==> src/hw/rtl/rds_pkg.sv <==
// Shared types, constants and helpers for the raster diffusion stencil block.
package rds_pkg;

  // Fixed field widths and defaults
  localparam int unsigned SAMPLE_W        = 32;
  localparam int unsigned CFG_DATA_W      = 16;
  localparam int unsigned CFG_INDEX_W     = 2;
  localparam int unsigned ROWS_W          = 16;
  localparam int unsigned MAX_COLUMNS_DEF = 1024;
  localparam int unsigned COLS_RESET      = 1024;
  localparam logic [15:0] ROWS_RESET      = 16'd1024;
  localparam logic [15:0] FACTOR_RESET    = 16'd6554;
  localparam logic        MOORE_RESET     = 1'b1;

  // 1/sqrt2 in Q0.16
  localparam logic [15:0] DIAG_WEIGHT = 16'd46341;
  localparam int unsigned DIAG_STEPS  = 4;
  localparam int unsigned STEP_W      = 3;

  // Difference, accumulator and product widths
  localparam int unsigned DIFF_W  = SAMPLE_W + 1;
  localparam int unsigned ACC_W   = SAMPLE_W + 6;
  localparam int unsigned DPROD_W = DIFF_W + 17;
  localparam int unsigned SPROD_W = ACC_W + 17;
  localparam int unsigned SUM_W   = SAMPLE_W + 8;

  // Configuration register indexes
  typedef enum logic [CFG_INDEX_W-1:0] {
    CFG_COLUMNS = 2'd0,
    CFG_ROWS    = 2'd1,
    CFG_FACTOR  = 2'd2,
    CFG_MOORE   = 2'd3
  } cfg_index_e;

  typedef enum logic [2:0] {
    ST_IDLE,
    ST_PASS,
    ST_ORTHO,
    ST_DIAG,
    ST_SCALE,
    ST_SAT
  } ctrl_state_e;

  typedef struct packed {
    logic                       func;
    logic signed [SAMPLE_W-1:0] elevation;
    logic                       no_data;
  } in_word_t;

  typedef struct packed {
    logic signed [SAMPLE_W-1:0] new_elevation;
    logic                       out_no_data;
    logic                       frame_end;
  } out_word_t;

  typedef struct packed {
    logic                       nd;
    logic signed [SAMPLE_W-1:0] z;
  } cell_t;

  // Controller to datapath
  typedef struct packed {
    logic              load;
    logic              pass;
    logic              ortho;
    logic              diag;
    logic [STEP_W-1:0] diag_k;
    logic              scale;
    logic              emit;
  } cmd_t;

  // Datapath to controller
  typedef struct packed {
    logic ignore;
    logic emit_needed;
    logic out_free;
  } sts_t;

  // Masked neighbor-minus-center difference
  function automatic logic signed [DIFF_W-1:0] nb_diff(cell_t n, logic signed [SAMPLE_W-1:0] z,
                                                      logic en);
    logic signed [DIFF_W-1:0] d;
    d = '0;
    if (en && !n.nd) begin
      d = {n.z[SAMPLE_W-1], n.z} - {z[SAMPLE_W-1], z};
    end
    return d;
  endfunction

  function automatic logic signed [ACC_W-1:0] diff_ext(logic signed [DIFF_W-1:0] d);
    return {{(ACC_W-DIFF_W){d[DIFF_W-1]}}, d};
  endfunction

endpackage

==> src/hw/rtl/rds_ctrl.sv <==
// Controller: pass per word; sum, diagonal, scale and saturate if it emits.
module rds_ctrl (
  input  logic          clk_i,
  input  logic          rst_ni,
  input  logic          in_valid_i,
  output logic          in_stall_o,
  input  rds_pkg::sts_t sts_i,
  output rds_pkg::cmd_t cmd_o
);
  import rds_pkg::*;

  ctrl_state_e       state_q, state_d;
  logic [STEP_W-1:0] k_q, k_d;

  // State register
  always_ff @(posedge clk_i or negedge rst_ni) begin
    if (!rst_ni) begin
      state_q <= ST_IDLE;
      k_q     <= '0;
    end else begin
      state_q <= state_d;
      k_q     <= k_d;
    end
  end

  // Next state and commands
  always_comb begin
    state_d      = state_q;
    k_d          = k_q;
    cmd_o        = '0;
    cmd_o.diag_k = k_q;
    in_stall_o   = (state_q != ST_IDLE);
    case (state_q)
      ST_IDLE: begin
        if (in_valid_i) begin
          cmd_o.load = 1'b1;
          if (!sts_i.ignore) begin
            state_d = ST_PASS;
          end
        end
      end
      ST_PASS: begin
        cmd_o.pass = 1'b1;
        state_d    = sts_i.emit_needed ? ST_ORTHO : ST_IDLE;
      end
      ST_ORTHO: begin
        cmd_o.ortho = 1'b1;
        k_d         = '0;
        state_d     = ST_DIAG;
      end
      ST_DIAG: begin
        cmd_o.diag = 1'b1;
        if (k_q == STEP_W'(DIAG_STEPS)) begin
          state_d = ST_SCALE;
        end else begin
          k_d = k_q + STEP_W'(1);
        end
      end
      ST_SCALE: begin
        cmd_o.scale = 1'b1;
        state_d     = ST_SAT;
      end
      ST_SAT: begin
        if (sts_i.out_free) begin
          cmd_o.emit = 1'b1;
          state_d    = ST_IDLE;
        end
      end
      default: state_d = ST_IDLE;
    endcase
  end

endmodule
==> config.mk <==
export PLATFORM = sky130hd
export DESIGN_NAME = rds_ctrl
export DESIGN_NICKNAME = d
export VERILOG_FILES = /design/src/hw/rtl/rds_pkg.sv /design/src/hw/rtl/rds_ctrl.sv
export SDC_FILE = /design/constraint.sdc
export NUM_CORES = 1
export LEC_CHECK = 0
export ABC_AREA = 1
export BUFFER_PORTS_ARGS = -buffer_cell sky130_fd_sc_hd__buf_2
export CORE_AREA = 2 2 39 41
export CTS_CLUSTER_SIZE = 16
export DETAILED_ROUTE_END_ITERATION = 10
export DIE_AREA = 0 0 41 43
export PLACE_DENSITY_LB_ADDON = 0.1
export SYNTH_ARGS = -nofsm -noshare
export SYNTH_HDL_FRONTEND = slang
export SYNTH_SLANG_ARGS = --single-unit
==> constraint.sdc <==
create_clock -name clk_i -period 1.2 [get_ports clk_i]
set_input_delay 0.06 -clock clk_i [delete_from_list [all_inputs] [get_ports clk_i]]
set_output_delay 0.06 -clock clk_i [all_outputs]
set_load 0.05 [all_outputs]
Word level (Yosys, flattened, before mapping)
Cells that the tools add are included.

Bits in registers: 6. Output and inout bits: 10. Logic and storage cells: 35.

$add $sub $neg: 1. Eq/ne operators: 11. Muxes and demuxes: 16. Reductions and logical operators: 5.

Operators by type and width (number): $pmux W3 S6 (1); $mux W3 (5); $ne A2 B2 Y1 const B (5); $eq A3 B3 Y1 const B (3); $mux W1 (8); $eq A3 B2 Y1 const B (2); $pmux W3 S2 (1); $reduce_and A4 Y1 (1); $add A3 B1 Y3 const B (1); $eq A3 B1 Y1 const B (1); $logic_not A3 Y1 (1); $reduce_bool A3 Y1 (1); $mux W2 (1); $reduce_and A2 Y1 (1); $reduce_bool A2 Y1 (1).

Depth between registers and ports, before layout
Gate-level depths: netlist (run 1).

Depth in word-level cells: 3. Gate-level depth with buffers: 7.

Least setup slack after synthesis (run 1)
OpenSTA, ideal clock, no wires.

Kind: register -> output. Start point: reg state_q[2]. End point: out cmd_o[0] in the netlist's numbering. Arrival: 2.044 ns. Path slack: -0.904 ns. Cell stages (with the launch flop): 3. Path buffers: 0. Cells stage by stage: dfrtp_1 inv_2 nor4_1.

RTL lines: start: declaration (line rds_ctrl.sv:12) `ctrl_state_e state_q, state_d;`; start signal: assignment (line rds_ctrl.sv:21) `state_q <= state_d;`; end: declaration (line rds_ctrl.sv:8) `output rds_pkg::cmd_t cmd_o`.

==> summary.txt, run 1 <==
Yosys
  – Post-synthesis mux area share: 0
  – Post-synthesis cell type count: 19
  – Synth Warn #: 0
  – Yosys top cell by area: dfrtp_1
  – Net Count, Synth: 63
  – Main combinational cell family by area after synthesis: simple AND/OR/NAND/NOR gates
  – Synth top area cells: dfrtp_1 (37%), nand2_1 (11%), inv_1 (9.1%), nand3_1 (7.3%), ha_1 (6.1%)
  – Xor and xnor fraction of the mapped netlist area: 0.0213
  – Post-synth top area share: 0.366
  – Post-Synth Adder-Cell Area: 0.0610
  – Post-Synth Simple-Gate Area: 0.354
  – Seq/Total Area, Yosys: 0.366
  – Syn_area_per_cell: 7.46 sq um
  – Area fraction in compound gates after synthesis: 0.0701
  – Synthesized instance count: 55
  – Post-synthesis instance area: 410 sq um
  – Synth Register Bits: 6

Timing
  – Final min period: 1290 ps
  – Worst slew margin: 0.836
  – Tcrit/Tclk final: 1.07
  – Final worst slack: -85.4 ps
  – Hold Vio Cnt, Final: 0
  – Clock Skew: 7.64 ps
  – Tightest hold margin: 16.4 ps
  – Final Setup Violations: 7
  – Fmax: 778 MHz
  – Worst Max-Slew Pin Slew: 248 ps
  – Fin. max-slew vios: 0
  – Unrepaired setup endpoints after global routing: true

Power
  – Sw Ratio: 0.510
  – Leak Pwr: 0.000411 uW
  – Peak VDD IR: 1250 uV
  – Cell area power density: 2990 mW/mm^2
  – Comb pwr share: 0.732
  – Int Power: 1170 uW
  – Clock power share: 0.085
  – Flop pwr share: 0.183
  – NetSw: 1220 uW

Die
  – Initial Utilization: 0.297
  – Height of the die: 43 um
  – I/O pins: 16
  – Die footprint: 0.00176 sq mm
  – Die W: 41 um
  – Row count: 14
  – Core area: 0.00138 sq mm

Placement
  – Placer congestion estimate: 0.627
  – Inst Count DP: 91
  – Post-DP Area: 622 sq um
  – DP HPWL: 816 um
  – Port Buffer Count: 15
  – Pre-CTS WS: 5.91 ps

Drt
  – DRT iter0 DRCs: 5
  – Post-route DRC: 0
  – WL final: 1120 um
  – Wire length per cell: 10.8 um
  – Post-route ant nets: 0
  – Detailed-route via count: 465
  – Drt pass-1 iters: 2
  – Via-to-Cell Ratio: 4.47

Critical path
  – Flop-to-flop setup slack: -40 ps
  – Crit Path Category: register to output pin
  – Worst path depth: 3
  – CP cell instances: buf_6 -> nor3_4 -> buf_6
  – Top delay family on crit path: flip-flops
  – Cell mode on critical path: buf_6
  – Kind of end point of the critical path: output pin
  – CP max FO: 7
  – CP max stage delay: 460 ps
  – Worst path bufs/invs: 2
  – Critical Path Start Type: register
  – Slowest cell on crit path: dfrtp_2
  – Worst R2R Path Depth: 6
  – Critical Path RT: 1140 ps
  – CP arrival: 1230 ps

Run
  – Max-cap viol count: 0

Clocking
  – CTS root buf: clkbuf_4
  – Clock sinks: 6
  – Clock Tree Buf Depth: 2
  – Clock slew at reported path FFs: 50 ps
  – Htree depth: 1
  – Clk_lat worst skew: 240 ps
  – CTS tree: yes
  – Total CTS buffers: 3

Cells and area
  – Final net count: 97
  – Share of cells above drive strength 1: 0.670
  – Post-route insts no fill: 104
  – Filler cell count: 128
  – Sequential cell area: 158 sq um
  – Antenna Cells: 0
  – Final core utilization: 0.578
  – Design Area, Final: 800 sq um
  – Area delta synth->final: 94.8%
  – Area of the multi-input gates: 295 sq um

Hold path
  – WHS Path Cells: 3
  – Tightest Hold Check Type: input pin to register

Status
  – Failing checks: negative setup slack
  – Status: complete, but fails checks

GRT
  – Pin count of the biggest net entering global routing: 8
  – Gr ovfl total: 0
  – Number of global-route vias before repair: 426
  – Total GRT Usage: 0.155
  – Initial antenna violation count: 0
  – First-pass GRT wire length: 1810 um
cell usage in the layout, fill, tap and decap left out, types with 2 or more instances in the layout:
| cell type | count |
|---|---|
| buf_2 | 8 |
| inv_2 | 5 |
| nor2_4 | 3 |
| buf_6 | 8 |
| nand4_1 | 3 |
| dfrtp_2 | 6 |
| buf_8 | 2 |
| nand2_1 | 10 |
| nand2_4 | 3 |
| buf_4 | 11 |
| clkbuf_4 | 3 |
| inv_1 | 4 |
| nand3_1 | 5 |
| o21ai_1 | 2 |
synthesized netlist by cell type (all sizes together):
cell type / n
nand2: 14
inv: 11
dfrtp: 6
nand3: 6
nor2: 4
nand4: 3
o21ai: 3
a21oi: 2
ha: 2
buf: 1
nor3: 1
nor4: 1
xor2: 1
worst paths after layout:
path | to | from
max in group asynchronous | k_q[0] | rst_ni
min in group asynchronous | k_q[2] | rst_ni
setup / recovery | cmd_o[6] | state_q[0]
hold reg to reg | k_q[2] | k_q[2]
hold / removal | state_q[1] | sts_i[1]
setup reg to reg | state_q[1] | state_q[0]
power by group through the flow:
stage | Clock (uW) | Sequential [uW] | Combinational (uW)
final | 202 | 438 | 1750
after global routing | 233 | 449 | 1880
after CTS | 212 | 439 | 1680
after detailed placement | 0 | 416 | 1340
after global placement | 0 | 416 | 1330
after floorplan | 0 | 493 | 950
kinds of logic after synthesis:
group,Yosys count
and+or+nand+nor,29
xor gates and xnor gates,1
AOI/OAI and AO/OA,5
DFF,6
buffers and inverters,12
adders and majority gates,2
metal layers:
metal / up-vias / GRT usage / wire length (um)
met4: 0 / 0.0600 / 0
met3: 0 / 0.0471 / 44
met1: 213 / 0.188 / 468
met5: - / 0 / 0
li1: 243 / - / -
met2: 9 / 0.244 / 607
area by class of cell:
class | instances | area share
clock buffer | 4 | 0.0329
multi-input combinational | 37 | 0.369
timing repair buffer | 30 | 0.316
sequential | 6 | 0.197
inverter | 11 | 0.0595
tap | 16 | 0.0250
flip-flops by register name (all words and copies together) (netlist names):
name	cells
state_q	3
k_q	3
worst register-to-register path: stages, from the launching register on:
cell,delay [ps]
dfrtp_2,460
buf_4,170
nand3_2,80
clkinvlp_4,100
buf_4,140
a21oi_2,130
nand2_1,60
stage by stage:
| stage | total power (uW) | setup TNS (ps) |
|---|---|---|
| after global routing | 2560 | -808 |
| after CTS | 2330 | -384 |
| final | 2390 | -317 |
| after floorplan | 1440 | -210 |
| after global placement | 1740 | -27.9 |
| after detailed placement | 1760 | 0 |
timing repair:
item / in CTS / in global routing
gates resized for setup: 23 / 5
setup endpoints to repair: 9 / 12
pin swaps: 3 / 6
hold buffers: 1 / 0
buffers inserted: 7 / 1
cloned: 0 / 0
endpoints found under the hold margin: 6 / 0
Note: power is estimated with default switching activity, not from simulation.
==> run 2: changes to the inputs <==
Settings changed: RECOVER_POWER from default to 100.
==> run 2 against run 1 <==
  * The flow still finishes with violations (negative setup slack)
  * Cell count unchanged
  * Count of clock-buffer cells in the layout unchanged
  * Critical path depth did not move
  * Register-to-register slack barely moved
  * Cell area decreased by 0.16%
  * Setup slack better by 1.3 ps
  * Critical path type unchanged
  * Wire length down 0.18%
  * Clock skew increased by 0.63 ps
  * Via count grew 0.22%
  * Flip-flop and latch count did not move
  * Clock power about the same
==> summary.txt, run 2 (synthesis results as in run 1) <==
Status
  – Status: complete, but fails checks
  – Failing checks: negative setup slack

Die
  – Height of the die: 43 um (unchanged)
  – I/O pins: 16 (unchanged)
  – Die footprint: 0.00176 sq mm (unchanged)
  – Row count: 14 (unchanged)
  – Initial Utilization: 0.297 (unchanged)
  – Core area: 0.00138 sq mm (unchanged)
  – Die W: 41 um (unchanged)

Timing
  – Tightest hold margin: 16.8 ps (+0.406 ps)
  – Tcrit/Tclk final: 1.07 (about the same)
  – Worst slew margin: 0.784 (-0.0519)
  – Fmax: 779 MHz (+0.10%)
  – Worst Max-Slew Pin Slew: 324 ps (+76.1 ps)
  – Final worst slack: -84.1 ps (+1.28 ps)
  – Final min period: 1280 ps (-1.28 ps)
  – Hold Vio Cnt, Final: 0 (unchanged)
  – Unrepaired setup endpoints after global routing: true
  – Clock Skew: 8.26 ps (+0.625 ps)
  – Final Setup Violations: 7 (unchanged)
  – Fin. max-slew vios: 0 (unchanged)

GRT
  – Total GRT Usage: 0.155 (unchanged)
  – Gr ovfl total: 0 (unchanged)
  – Initial antenna violation count: 0 (unchanged)
  – Pin count of the biggest net entering global routing: 8 (unchanged)
  – First-pass GRT wire length: 1810 um (unchanged)
  – Number of global-route vias before repair: 426 (unchanged)

Critical path
  – CP arrival: 1220 ps (about the same)
  – Critical Path Start Type: register
  – Crit Path Category: register to output pin
  – CP max FO: 7 (unchanged)
  – Critical Path RT: 1140 ps (about the same)
  – Kind of end point of the critical path: output pin

Drt
  – Via-to-Cell Ratio: 4.48 (+0.22%)
  – Post-route ant nets: 0 (unchanged)
  – DRT iter0 DRCs: 5 (unchanged)
  – Post-route DRC: 0 (unchanged)
  – Wire length per cell: 10.7 um (-0.18%)
  – Drt pass-1 iters: 2 (unchanged)
  – Detailed-route via count: 466 (+0.22%)
  – WL final: 1120 um (-0.18%)

Clocking
  – Clk_lat worst skew: 240 ps (about the same)
  – Total CTS buffers: 3 (unchanged)
  – CTS root buf: clkbuf_4
  – CTS tree: yes
  – Clock sinks: 6 (unchanged)
  – Clock slew at reported path FFs: 50 ps (about the same)
  – Clock Tree Buf Depth: 2 (unchanged)
  – Htree depth: 1 (unchanged)

Power
  – Cell area power density: 2990 mW/mm^2 (+0.17%)
  – Leak Pwr: 0.000406 uW (-1.1%)
  – Peak VDD IR: 1250 uV (about the same)

Cells and area
  – Area delta synth->final: 94.5%
  – Antenna Cells: 0 (unchanged)
  – Final net count: 97 (unchanged)
  – Area of the multi-input gates: 295 sq um (unchanged)
  – Most frequent cells in the layout: buf_4 (11), nand2_1 (10), buf_6 (8)
  – Sequential cell area: 158 sq um (unchanged)
  – Final core utilization: 0.577 (-0.000904)
  – Commonest non-fill, non-tap cell in the layout: buf_4
  – Share of cells above drive strength 1: 0.659 (-0.0114)
  – Regs by FF count: k_q (3), state_q (3)
  – Design Area, Final: 798 sq um (-0.16%)
  – Post-route insts no fill: 104 (unchanged)
  – Filler cell count: 129 (+0.78%)

Placement
  – Post-DP Area: 622 sq um (unchanged)
  – Inst Count DP: 91 (unchanged)
  – Port Buffer Count: 15 (unchanged)
  – DP HPWL: 816 um (unchanged)
  – Pre-CTS WS: 5.91 ps (unchanged)
  – Placer congestion estimate: 0.627 (unchanged)

Hold path
  – Tightest Hold Check Type: input pin to register

Run
  – Max-cap viol count: 0 (unchanged)
-- run 2: path summary, 6_finish.rpt --
| kind | from | endpoint | slack (ps) | cells after the start |
|---|---|---|---|---|
| setup / recovery | state_q[0] | cmd_o[6] | -80 | 3 |
| min in group asynchronous | rst_ni | k_q[2] | 210 | 2 |
| hold reg to reg | k_q[2] | k_q[2] | 560 | 2 |
| setup reg to reg | state_q[0] | state_q[1] | -40 | 6 |
| hold / removal | sts_i[1] | state_q[1] | 20 | 3 |
| max in group asynchronous | rst_ni | k_q[0] | 720 | 2 |
-- run 2: report_power, final --
part	total (uW)	internal, uW	switching [uW]
clock network	202	126	75.6
registers	439	295	144
logic	1750	750	1000
-- run 2: area by class of cell --
| type | instances | share of cell area |
|---|---|---|
| Sequential cell | 6 | 0.197 |
| Timing Repair Buffer | 30 | 0.315 |
| Clock buffer | 4 | 0.0329 |
| Inverter | 11 | 0.0596 |
| Tap cell | 16 | 0.0251 |
| Multi-Input combinational cell | 37 | 0.370 |
-- run 2: what timing repair did --
action	in CTS	in global routing
endpoints found under the hold margin	6	0
buffers inserted	7	1
hold buffers	1	0
setup endpoints to repair	9	12
resized for setup	23	5
pin swaps	3	6
-- run 2: stage by stage --
step / total power, uW / setup TNS (ps)
6_report: 2390 / -309
5_1_grt: 2560 / -808
4_1_cts: 2330 / -384
3_5_place_dp: 1760 / 0
3_3_place_gp: 1740 / -27.9
2_1_floorplan: 1440 / -210
-- run 2: worst max-delay path, stage by stage (launching register included) --
cell     delay [ps]
dfrtp_2         460
buf_6           140
nor3_4          190
buf_6           190
-- run 2: layer usage --
layer  GRT usage  routed length (um)
met1       0.188                 467
met2       0.244                 605
met3      0.0471                  44
met4      0.0600                   0
met5           0                   0
==> run 3: changes to the inputs <==
--- a/config.mk
+++ b/config.mk
@@ -6,5 +6,4 @@
 export NUM_CORES = 1
 export LEC_CHECK = 0
-export ABC_AREA = 1
 export BUFFER_PORTS_ARGS = -buffer_cell sky130_fd_sc_hd__buf_2
 export CORE_AREA = 2 2 39 41
==> constraint.sdc (replaced) <==
create_clock -name clk_i -period 1.1 [get_ports clk_i]
set_input_delay 0.11 -clock clk_i [delete_from_list [all_inputs] [get_ports clk_i]]
set_output_delay 0.11 -clock clk_i [all_outputs]
set_load 0.05 [all_outputs]
==> run 3 against run 2 <==
  * The run still ends with negative setup slack left
  * Register-to-register slack lost 170 ps
  * Combinational power grew 19%
  * Critical path type unchanged
  * Sequential power shrank 3%
  * Global-route usage shrank 0.84 points
  * Synthesized area shrank 3.4%
  * Sequential share of layout area shrank 0.38 points
  * Count of clock-buffer cells in the layout shrank 1
  * Total power grew 13%
  * Via count shrank 4.5%
  * Critical endpoint is now cmd_o[8]
  * Worst hold slack gained 130 ps
  * Cell area shrank 0.47%
==> summary.txt, run 3 <==
Timing
  – Fin. max-slew vios: 0 (unchanged)
  – Worst Max-Slew Pin Slew: 334 ps (+10.6 ps)
  – Final min period: 1390 ps
  – Tcrit/Tclk final: 1.27
  – Worst slew margin: 0.777 (-0.00710)
  – Final worst slack: -293 ps (-209 ps)
  – Final Setup Violations: 12 (+5)
  – Unrepaired setup endpoints after global routing: true
  – Hold Vio Cnt, Final: 0 (unchanged)
  – Clock Skew: 5.05 ps (-3.21 ps)
  – Fmax: 718 MHz

Critical path
  – Kind of end point of the critical path: output pin
  – Critical Path Start Type: register
  – CP max FO: 3 (-4)
  – Crit Path Category: register to output pin
  – CP arrival: 1280 ps (+60 ps)
  – Worst R2R Path Depth: 5 (-1)
  – Critical Path RT: 990 ps (-150 ps)

GRT
  – First-pass GRT wire length: 1710 um (-5.7%)
  – Pin count of the biggest net entering global routing: 10 (+2)
  – Number of global-route vias before repair: 424 (-0.47%)
  – Gr ovfl total: 0 (unchanged)
  – Initial antenna violation count: 0 (unchanged)
  – Total GRT Usage: 0.146 (-0.00839)

Yosys
  – Synth Warn #: 0 (unchanged)
  – Xor and xnor fraction of the mapped netlist area: 0 (-0.0213)
  – Post-synthesis mux area share: 0.0284 (+0.0284)
  – Post-synthesis cell type count: 19 (unchanged)
  – Seq/Total Area, Yosys: 0.379 (+0.0127)
  – Synth top area cells: dfrtp_1 (38%), a21oi_1 (6.3%), ha_1 (6.3%), nand3b_1 (5.7%), inv_1 (4.7%)
  – Net Count, Synth: 55 (-13%)
  – Synth Register Bits: 6 (unchanged)
  – Asr flop ratio synth: 1.00 (unchanged)
  – Yosys top cell by area: dfrtp_1
  – Post-Synth Simple-Gate Area: 0.312 (-0.0414)
  – Main synth FF type: dfrtp_1
  – Post-synth EDFFs: 0 (unchanged)
  – Synthesized instance count: 47 (-15%)
  – Main combinational cell family by area after synthesis: simple AND/OR/NAND/NOR gates
  – Post-synthesis instance area: 397 sq um (-3.4%)
  – Syn_area_per_cell: 8.44 sq um (+13%)
  – Top cells by count, synth: dfrtp_1 (6), a21oi_1 (5), inv_1 (5), nand2_1 (5), nor2_1 (5)
  – Area fraction in compound gates after synthesis: 0.123 (+0.0529)
  – Post-synth top area share: 0.379 (+0.0127)
  – Cell with the most instances after synthesis: dfrtp_1
  – Post-Synth Adder-Cell Area: 0.0631 (+0.00212)

Drt
  – Drt pass-1 iters: 2 (unchanged)
  – Via-to-Cell Ratio: 4.49 (+0.32%)
  – Detailed-route via count: 445 (-4.5%)
  – Post-route ant nets: 0 (unchanged)
  – DRT iter0 DRCs: 2 (-3)
  – WL final: 1050 um (-6.4%)
  – Wire length per cell: 10.6 um (-1.6%)
  – Post-route DRC: 0 (unchanged)

Run
  – Max-cap viol count: 0 (unchanged)

Cells and area
  – Commonest non-fill, non-tap cell in the layout: buf_4
  – Final core utilization: 0.574 (-0.00271)
  – Most frequent cells in the layout: buf_4 (15), buf_6 (9), buf_2 (5)
  – Antenna Cells: 0 (unchanged)
  – Sequential cell area: 154 sq um (-2.4%)
  – Regs by FF count: k_q (3), state_q (3)
  – Filler cell count: 126 (-2.3%)
  – Share of cells above drive strength 1: 0.663 (+0.00356)
  – Final net count: 93 (-4.1%)
  – Area delta synth->final: 100%
  – Area of the multi-input gates: 287 sq um (-3.0%)

Die
  – Initial Utilization: 0.287 (-0.00995)
  – I/O pins: 16 (unchanged)
  – Core area: 0.00138 sq mm (unchanged)
  – Die footprint: 0.00176 sq mm (unchanged)
  – Die W: 41 um (unchanged)
  – Height of the die: 43 um (unchanged)
  – Row count: 14 (unchanged)

Power
  – Cell area power density: 3410 mW/mm^2 (+14%)
  – Comb pwr share: 0.770 (+0.038)
  – Peak VDD IR: 1650 uV (+32%)
  – Power, Total: 2710 uW (+13%)
  – Leak Pwr: 0.000387 uW (-4.6%)
  – NetSw: 1270 uW (+3.8%)
  – Int Power: 1440 uW (+23%)
  – Flop pwr share: 0.157 (-0.027)
  – Sw Ratio: 0.467 (-0.0429)
  – Clock power share: 0.073 (-0.011)

Clocking
  – CTS tree: yes
  – Clock slew at reported path FFs: 50 ps (about the same)
  – CTS root buf: clkbuf_4
  – Total CTS buffers: 3 (unchanged)
  – Clock sinks: 6 (unchanged)
  – Clock Tree Buf Depth: 2 (unchanged)
  – Htree depth: 1 (unchanged)
  – Clk_lat worst skew: 240 ps (about the same)

Placement
  – Port Buffer Count: 15 (unchanged)
  – DP HPWL: 768 um (-5.9%)
  – Placer congestion estimate: 0.696 (+11%)

Status
  – Status: complete, but fails checks
  – Failing checks: negative setup slack

Hold path
  – WHS Path Cells: 3 (unchanged)
  – Tightest Hold Check Type: input pin to register
-- run 3: changes by cell type in the layout (fill, tap and decap cells not counted), sizes merged, moves of 2 or more --
cell / delta
nand2: -9
buf: +6
inv: -5
a21oi: +4
nand3: -4
nand2b: +3
nand3b: +3
nand4: -3
o21ai: -3
clkbuf: -2
nor2b: +2
-- run 3: area by class of cell --
type | instances | share of cell area
Clock buffer | 3 | 0.0283
Tap cell | 16 | 0.0252
Multi-Input combinational cell | 34 | 0.361
Inverter | 5 | 0.0236
Sequential cell | 6 | 0.194
Timing Repair Buffer | 35 | 0.369
-- run 3: what timing repair did --
action                                  4_1_cts  5_1_grt
cloned                                        0        0
setup buffers                                 2        4
endpoints found under the setup margin       13       16
pin swaps                                     1        4
hold buffers                                  1        0
hold endpoints to repair                      6        0
gates resized for setup                      22       12
-- run 3: logic make-up (layout without fill, tap and decap cells) --
family | count (synthesis) | count (layout)
and+or+nand+nor | 23 | 23
AOI/OAI and AO/OA | 8 | 8
buffers and inverters | 7 | 43
DFF | 6 | 6
adders and majority gates | 2 | 2
muxes | 1 | 1
-- run 3: stage by stage --
step                      cell area (sq um)  TNS, ps  hold slack, ps  cells  setup slack (ps)
after floorplan                         429    -1470            -186     47              -276
final                                   795    -2090             147     99              -293
after global routing                    795    -2820             159     99              -342
after CTS                               726    -2030             155     95              -292
after global placement                  603     -595           -57.6     89              -123
after detailed placement                603     -644           -55.4     89              -137
-- run 3: per-layer routing --
| layer | wire length, um | vias up | track usage | part of all wire |
|---|---|---|---|---|
| li1 | - | 227 | - | - |
| met1 | 408 | 205 | 0.184 | 0.39 |
| met2 | 560 | 13 | 0.222 | 0.54 |
| met3 | 78 | 0 | 0.0785 | 0.075 |
| met4 | 0 | 0 | 0.0200 | 0 |
| met5 | 0 | - | 0 | 0 |
-- run 3: worst paths after layout --
check,startpoint,endpoint,slack (ps)
max reg2reg,state_q[2],state_q[0],-210
min reg2reg,state_q[2],state_q[1],600
max in group asynchronous,rst_ni,k_q[1],550
min,sts_i[1],state_q[1],150
min in group asynchronous,rst_ni,state_q[2],280
max,state_q[2],cmd_o[8],-290
-- run 3: power groups by stage --
| stage | clock (uW) | combinational (uW) | sequential, uW |
|---|---|---|---|
| floorplan | 0 | 928 | 581 |
| global placement | 0 | 1590 | 402 |
| detailed placement | 0 | 1590 | 404 |
| CTS | 205 | 1900 | 418 |
| global route | 222 | 2240 | 439 |
| finish | 198 | 2090 | 425 |
-- run 3: critical path, stage by stage (launching register included) --
cell,delay (ps)
dfrtp_1,380
or3_4,410
nor2_4,100
buf_8,150
